### src/design/b2d_pkg.sv
// ----------------------------------------------------------------------------
// b2d_pkg
// Shared constants, types and helpers of the binary to decimal digit core.
// ----------------------------------------------------------------------------
package b2d_pkg;

	localparam int VALUE_BITS = 16;
	localparam int RADIX      = 10;
	localparam int DIGIT_BITS = 4;
	// shift-add iterations done by one pipeline stage
	localparam int DD_STEPS   = 4;
	localparam int STAGES     = (VALUE_BITS + DD_STEPS - 1) / DD_STEPS;
	localparam int PAD_BITS   = STAGES * DD_STEPS;

	localparam logic [5:0]            ASCII_ZERO  = 6'd48;
	localparam logic [DIGIT_BITS-1:0] DIGIT_LIMIT = 4'd5;
	localparam logic [DIGIT_BITS-1:0] DIGIT_ADJ   = 4'd3;

	// decimal digits needed for the largest value
	function automatic int num_digits(input int bits);
		longint v;
		int     n;
		v = (longint'(1) << bits) - 1;
		n = 0;
		while (v != 0) begin
			v = v / RADIX;
			n++;
		end
		return n;
	endfunction

	localparam int DIGITS = num_digits(VALUE_BITS);
	localparam int IDX_W  = $clog2(DIGITS);

	typedef logic [DIGITS-1:0][DIGIT_BITS-1:0] bcd_t;
	typedef logic [IDX_W-1:0]                  idx_t;

	typedef struct packed {
		bcd_t                bcd;
		logic [PAD_BITS-1:0] bin;
	} dd_word_t;

	// position of the most significant nonzero digit, zero for a zero value
	function automatic idx_t msd_index(input bcd_t b);
		idx_t r;
		r = '0;
		for (int d = 0; d < DIGITS; d++) begin
			if (b[d] != '0) begin
				r = IDX_W'(d);
			end
		end
		return r;
	endfunction

endpackage

### src/design/b2d_if.sv
// ----------------------------------------------------------------------------
// b2d_if
// Valid/ready channels of the core: binary operand in, digit items out.
// ----------------------------------------------------------------------------
interface b2d_value_if;
	import b2d_pkg::*;

	logic                  valid;
	logic                  ready;
	logic [VALUE_BITS-1:0] value;

	modport source (output valid, output value, input ready);
	modport sink   (input valid, input value, output ready);
endinterface

interface b2d_digit_if;
	logic       valid;
	logic       ready;
	logic [5:0] digit_char;
	logic       last;

	modport source (output valid, output digit_char, output last, input ready);
	modport sink   (input valid, input digit_char, input last, output ready);
endinterface

### src/design/b2d_dabble_stage.sv
// ----------------------------------------------------------------------------
// b2d_dabble_stage
// One registered stage of the shift-add-3 conversion, a fixed number of
// binary bits moved into the decimal digits per stage.
// ----------------------------------------------------------------------------
module b2d_dabble_stage (
	input  logic              clk,
	input  logic              arst_n,
	input  logic              in_valid,
	output logic              in_ready,
	input  b2d_pkg::dd_word_t in_word,
	output logic              out_valid,
	input  logic              out_ready,
	output b2d_pkg::dd_word_t out_word
);
	import b2d_pkg::*;

	logic     valid_s1;
	dd_word_t word_s1;
	dd_word_t next_word;

	always_comb begin
		next_word = in_word;
		for (int k = 0; k < DD_STEPS; k++) begin
			for (int d = 0; d < DIGITS; d++) begin
				if (next_word.bcd[d] >= DIGIT_LIMIT) begin
					next_word.bcd[d] = next_word.bcd[d] + DIGIT_ADJ;
				end
			end
			next_word = dd_word_t'(next_word << 1);
		end
	end

	assign in_ready = !valid_s1 || out_ready;

	always_ff @(posedge clk or negedge arst_n) begin
		if (!arst_n) begin
			valid_s1 <= 1'b0;
		end else if (in_ready) begin
			valid_s1 <= in_valid;
		end
	end

	always_ff @(posedge clk) begin
		if (in_ready && in_valid) begin
			word_s1 <= next_word;
		end
	end

	assign out_valid = valid_s1;
	assign out_word  = word_s1;

endmodule

### src/design/b2d_serializer.sv
// ----------------------------------------------------------------------------
// b2d_serializer
// Holds one converted value and sends its digits as ASCII items, most
// significant first, leading zeros dropped.
// ----------------------------------------------------------------------------
module b2d_serializer (
	input  logic          clk,
	input  logic          arst_n,
	input  logic          in_valid,
	output logic          in_ready,
	input  b2d_pkg::bcd_t in_bcd,
	b2d_digit_if.source   digits
);
	import b2d_pkg::*;

	bcd_t bcd_q;
	idx_t idx_q;
	logic busy_q;
	logic out_fire;
	logic at_last;

	assign at_last  = (idx_q == '0);
	assign out_fire = busy_q && digits.ready;
	// the next value loads while the last digit of this one is taken
	assign in_ready = !busy_q || (digits.ready && at_last);

	always_ff @(posedge clk or negedge arst_n) begin
		if (!arst_n) begin
			busy_q <= 1'b0;
			idx_q  <= '0;
		end else if (in_valid && in_ready) begin
			busy_q <= 1'b1;
			idx_q  <= msd_index(in_bcd);
		end else if (out_fire) begin
			if (at_last) begin
				busy_q <= 1'b0;
			end else begin
				idx_q <= idx_q - 1'b1;
			end
		end
	end

	always_ff @(posedge clk) begin
		if (in_valid && in_ready) begin
			bcd_q <= in_bcd;
		end
	end

	assign digits.valid      = busy_q;
	assign digits.digit_char = ASCII_ZERO + {2'b00, bcd_q[idx_q]};
	assign digits.last       = at_last;

	a_char_range: assert property (@(posedge clk) disable iff (!arst_n)
		busy_q |-> (digits.digit_char >= 6'd48 && digits.digit_char <= 6'd57))
		else $error("digit item outside ascii digit range");

	a_run_continues: assert property (@(posedge clk) disable iff (!arst_n)
		(out_fire && !at_last) |=> (busy_q && idx_q == $past(idx_q) - 1'b1))
		else $error("digit run broken before its last item");

	a_no_load_mid_run: assert property (@(posedge clk) disable iff (!arst_n)
		(busy_q && !at_last) |-> !in_ready)
		else $error("new value accepted in the middle of a run");

	a_leading_nonzero: assert property (@(posedge clk) disable iff (!arst_n)
		(busy_q && !at_last && !$past(busy_q && !(digits.ready && at_last)))
		|-> (bcd_q[idx_q] != '0))
		else $error("run starts with a leading zero");

endmodule

### src/design/binary_to_decimal_ascii_digits_core.sv
// Path: an operand loads the first stage, moves through each later stage register
//   in order and then into the serializer, which shows its first digit item; a stall
//   on the digit output can hold it in the stages.
// Throughput: one digit item per cycle while digits.ready is high; each operand
//   gives one item per decimal digit (1 to 5), set by the single serializer output.
// Reset: arst_n clears all valid bits and the serializer at once; no clearing pass.
// ----------------------------------------------------------------------------
// binary_to_decimal_ascii_digits_core
// Converts an unsigned binary operand to decimal through a pipeline of
// shift-add-3 stages and sends its digits as ASCII items.
// ----------------------------------------------------------------------------
module binary_to_decimal_ascii_digits_core (
	input  logic        clk,
	input  logic        arst_n,
	b2d_value_if.sink   operand,
	b2d_digit_if.source digits
);
	import b2d_pkg::*;

	logic     valid_c [STAGES+1];
	logic     ready_c [STAGES+1];
	dd_word_t word_c  [STAGES+1];

	assign valid_c[0]    = operand.valid;
	assign operand.ready = ready_c[0];
	assign word_c[0].bcd = '0;
	assign word_c[0].bin = PAD_BITS'(operand.value);

	for (genvar i = 0; i < STAGES; i++) begin : g_stage
		b2d_dabble_stage u_stage (
			.clk       (clk),
			.arst_n    (arst_n),
			.in_valid  (valid_c[i]),
			.in_ready  (ready_c[i]),
			.in_word   (word_c[i]),
			.out_valid (valid_c[i+1]),
			.out_ready (ready_c[i+1]),
			.out_word  (word_c[i+1])
		);
	end

	b2d_serializer u_ser (
		.clk      (clk),
		.arst_n   (arst_n),
		.in_valid (valid_c[STAGES]),
		.in_ready (ready_c[STAGES]),
		.in_bcd   (word_c[STAGES].bcd),
		.digits   (digits)
	);

endmodule
### src/flat_wrapper.sv
// flat-port wrapper written by rule: the top's interface ports become plain ports
module binary_to_decimal_ascii_digits_core_flat import b2d_pkg::*;
  (clk, arst_n, operand_valid, operand_value, operand_ready, digits_valid, digits_digit_char, digits_last, digits_ready);
  b2d_value_if operand_i ();
  b2d_digit_if digits_i ();
  input  logic clk;
  input  logic arst_n;
  input wire logic [$bits(operand_i.valid)-1:0] operand_valid;
  input wire logic [$bits(operand_i.value)-1:0] operand_value;
  output wire logic [$bits(operand_i.ready)-1:0] operand_ready;
  output wire logic [$bits(digits_i.valid)-1:0] digits_valid;
  output wire logic [$bits(digits_i.digit_char)-1:0] digits_digit_char;
  output wire logic [$bits(digits_i.last)-1:0] digits_last;
  input wire logic [$bits(digits_i.ready)-1:0] digits_ready;
  assign operand_i.valid = operand_valid;
  assign operand_i.value = operand_value;
  assign operand_ready = operand_i.ready;
  assign digits_valid = digits_i.valid;
  assign digits_digit_char = digits_i.digit_char;
  assign digits_last = digits_i.last;
  assign digits_i.ready = digits_ready;
  binary_to_decimal_ascii_digits_core u_core (.clk(clk), .arst_n(arst_n), .operand(operand_i), .digits(digits_i));
endmodule
### config.mk
export PLATFORM = sky130hd
export DESIGN_NAME = binary_to_decimal_ascii_digits_core_flat
export DESIGN_NICKNAME = d
export VERILOG_FILES = /design/src/design/b2d_pkg.sv /design/src/design/b2d_if.sv /design/src/design/b2d_dabble_stage.sv /design/src/design/b2d_serializer.sv /design/src/design/binary_to_decimal_ascii_digits_core.sv /design/src/flat_wrapper.sv
export SDC_FILE = /design/constraint.sdc
export NUM_CORES = 1
export LEC_CHECK = 0
export ABC_CLOCK_PERIOD_IN_PS = 8100
export BUFFER_PORTS_ARGS = -buffer_cell sky130_fd_sc_hd__buf_2
export CORE_UTILIZATION = 55
export DETAILED_ROUTE_END_ITERATION = 6
export PLACE_DENSITY = 0.71
export SETUP_SLACK_MARGIN = 0.4
export SLEW_MARGIN = 25
export SYNTH_ARGS = -nofsm -noshare
export SYNTH_HDL_FRONTEND = slang
export SYNTH_HIERARCHICAL = 1
export SYNTH_SLANG_ARGS = --single-unit
### constraint.sdc
create_clock -name clk -period 8.1 [get_ports clk]
set_input_delay 0.81 -clock clk [delete_from_list [all_inputs] [get_ports clk]]
set_output_delay 0.81 -clock clk [all_outputs]
set_load 0.05 [all_outputs]
==> impl_summary.txt <==
----------------------------------------------------
[Status]
  Result of the run ... finished, final reports clean

[Placed design]
  Area of placed instances ... 0.0141 mm^2
  Pre-CTS WS ... 4.52 ns
  Placed cells ... 1882
  Port buffer count ... 26
  Detail Placement HPWL ... 18.8 mm
  RePlAce Congestion ... 0.913

[STA]
  Part of the cycle the worst path needs ... 45.6%
  Final critical-path setup slack ... 4.40 ns
  Max-slew violation count ... 0
  Layout Skew ... 0.00792 ns
  Fin crit period ... 3.70 ns
  Slew Limit Headroom ... 40.6%
  Final count of negative-setup-slack endpoints ... 0
  Maximum achievable frequency ... 0.271 GHz
  Unrepaired setup endpoints after global routing ... false
  Final hold viol count ... 0
  Summed negative setup slack over all endpoints ... 0 ns
  Slew at the pin closest to its max-slew limit ... 0.891 ns

[Die]
  Total die area ... 0.0250 mm^2
  Number of placed I/O pins ... 29
  Die outline height ... 158 um
  Number of rows created at floorplan ... 56
  Initial Util ... 56.6%
  Placeable core region ... 0.0237 mm^2
  Die W ... 158 um

[Power]
  Net switching power of the design ... 0.00259 W
  Maximum ir drop on the vdd rail ... 243 uV
  Portion of total power attributed to the clock network ... 12.6%
  Power Density ... 395 mW/mm^2
  Switching power share of the total ... 44.8%
  Seq pwr share ... 21.4%
  Leak ... 5.78 nW
  Internal Pwr Total ... 0.00319 W
  Fraction of power consumed by combinational cells ... 66.0%

[Global routing]
  Initial antenna violation count ... 1
  Met2 layer usage reported by global route ... 39.8%
  Remaining global-route overflow ... 0
  Met1 usage in global routing ... 23.4%
  Layer with the highest usage ... met2
  Global Route Usage Sum ... 20.8%
  Met3 routing resource usage after global routing ... 2.90%
  Wire length of the first global-routing pass ... 43.1 mm
  Pin count of the biggest net entering global routing ... 33
  Number of global-route vias before repair ... 10100

[Layout]
  Multi-input gate area in the final layout ... 0.00917 mm^2
  Footprint of the flip-flops and latches ... 0.00392 mm^2
  Share of final-layout standard cells stronger than drive strength 1 ... 13.7%
  Final core utilization ... 61.8%
  Number of standard cells in the final layout excluding fillers ... 1915
  Total Nets Final ... 1680
  Final standard cell area without fillers ... 0.0146 mm^2
  P&R area growth vs syn ... 9.16%
  Filler cell count in the final layout ... 2017

[Critical path]
  Kind of capture point of the worst setup path ... register
  CP max stage cell ... edfxtp_1
  Crit path buf inv count ... 1
  WS Path Type ... reg2reg
  Maximum net fanout on the critical path ... 6
  Arrival time of the worst setup path ... 3.86 ns
  Critical path's most frequent cell ... ha_1
  Cell family with the largest share of critical-path delay ... compound AO/OA/AOI/OAI gates
  CP Data Required Time ... 8.26 ns
  Kind of launch point of the worst setup path ... register
  Crit-path cells ... inv_1 > ha_1 > nor2b_1 > o21ai_0 > or2_2 > ha_1 > o21bai_1 > a21oi_1 > o21a_1 > ha_1 > nor2_1 > a221oi_1 > a31o_2 > nor2_1 > mux2_1
  Crit path largest cell delay ... 0.46 ns

[CTS]
  Cts bufs inserted ... 17
  Skew-Pair Late Insertion Delay ... 0.42 ns
  Clock tree from TritonCTS ... built
  Number of hold buffers added after cts ... 0
  Number of sinks driven by the clock tree ... 132
  Clock edge transition at the registers on the reported setup and hold paths ... 0.06 ns
  Total setup buffers inserted after CTS ... 0
  Clk root buf ... clkbuf_16
  Clock Path Buffers ... 2
  Clock H-tree levels ... 4
  Number of cells upsized or downsized after cts ... 0

[Run]
  Max-Cap Viols ... 0

[Detailed routing]
  Detailed-route via count ... 11100
  DRC Markers ... 0
  Wire length after detailed routing ... 25.2 mm
  Antenna Nets Post-Route ... 0
  Routed wirelength normalized by instance count ... 13.2 um
  Via-per-instance ratio ... 5.80
  Drt first-iter violations ... 727
  Total iterations of the first detailed-routing run ... 6

[Yosys]
  Count of yosys warnings during synthesis ... 6
  Cell area after synthesis ... 0.0134 mm^2
  Mean Syn Cell Area ... 8.95 um^2
  Number of standard cells after synthesis ... 1497

[Hold path]
  Hold Crit Class ... in2async

----------------------------------------------------
through the flow:
stage,hold WS [ns],power (W)
4_1_cts,0.209,0.00575
3_3_place_gp,0.401,0.00486
6_report,0.225,0.00578
5_1_grt,0.221,0.00631
3_5_place_dp,0.405,0.00499
2_1_floorplan,0.400,0.00443
flip-flops by register name, indices dropped and copies added, names as in the netlist:
| name | cells |
|---|---|
| u_core/u_ser/digits.valid | 1 |
| u_core/u_ser/idx_q | 3 |
| u_core/g_stage.u_stage/out_valid | 4 |
| u_core/u_ser/bcd_q | 20 |
| u_core/g_stage.u_stage/out_word | 104 |
power groups by stage:
stage | registers [W] | clock network (W) | logic (W)
after detailed placement | 0.00125 | 0 | 0.00374
after global placement | 0.00124 | 0 | 0.00362
after global routing | 0.00126 | 0.000772 | 0.00428
after floorplan | 0.00118 | 0 | 0.00325
final | 0.00124 | 0.000729 | 0.00382
after CTS | 0.00124 | 0.000745 | 0.00376
metal layers:
metal | vias to the layer above | routed length [um]
met5 | - | 0
met4 | 0 | 407
met3 | 39 | 715
met2 | 217 | 13200
met1 | 5131 | 10900
li1 | 5721 | -
cells in the final DEF, fill, tap and decap left out, types with 10 or more instances in the layout:
cell type and count:
or2_2 12, o21ai_0 109, a221oi_1 17, and2_1 10, nand2_1 139, conb_1 80
a21oi_2 10, buf_2 26, xnor2_1 28, ha_1 78, nand3_1 13, a31o_2 20
o22ai_1 24, a21oi_1 94, inv_1 109, a31oi_1 24, nor2b_1 28, a32o_1 12
xnor2_2 12, o211ai_1 12, edfxtp_1 124, a2bb2oi_1 17, clkbuf_16 17, nand2b_1 54
a211oi_1 20, mux2i_1 30, o21a_1 24, nor2_1 114, o21ai_1 40, o32ai_1 12
nor3_1 16
final timing paths:
kind | from | to | slack (ns) | cells after the start
max in group asynchronous | arst_n | u_core/g_stage[2].u_stage/out_valid | 7.70 | 1
min reg2reg | u_core/g_stage[1].u_stage/out_word[11] | u_core/g_stage[2].u_stage/out_word[15] | 0.41 | 0
max reg2reg | u_core/g_stage[2].u_stage/out_word[28] | u_core/g_stage[3].u_stage/out_word[31] | 4.40 | 15
max | u_core/g_stage[2].u_stage/out_word[28] | u_core/g_stage[3].u_stage/out_word[31] | 4.40 | 15
min in group clk | u_core/g_stage[1].u_stage/out_word[11] | u_core/g_stage[2].u_stage/out_word[15] | 0.41 | 0
min | arst_n | u_core/u_ser/idx_q[0] | 0.23 | 1
area by class of cell:
| cell class | instances | share of cell area [%] |
|---|---|---|
| multi-input cells | 1289 | 62.7 |
| well taps | 319 | 2.73 |
| flip-flops and latches | 132 | 26.8 |
| inverters | 113 | 2.90 |
| repair buffers | 29 | 1.04 |
| clock inverters | 15 | 0.907 |
| clock buffers | 17 | 2.91 |
| diodes | 1 | 0.0171 |
(Power assumes the default switching activity.)
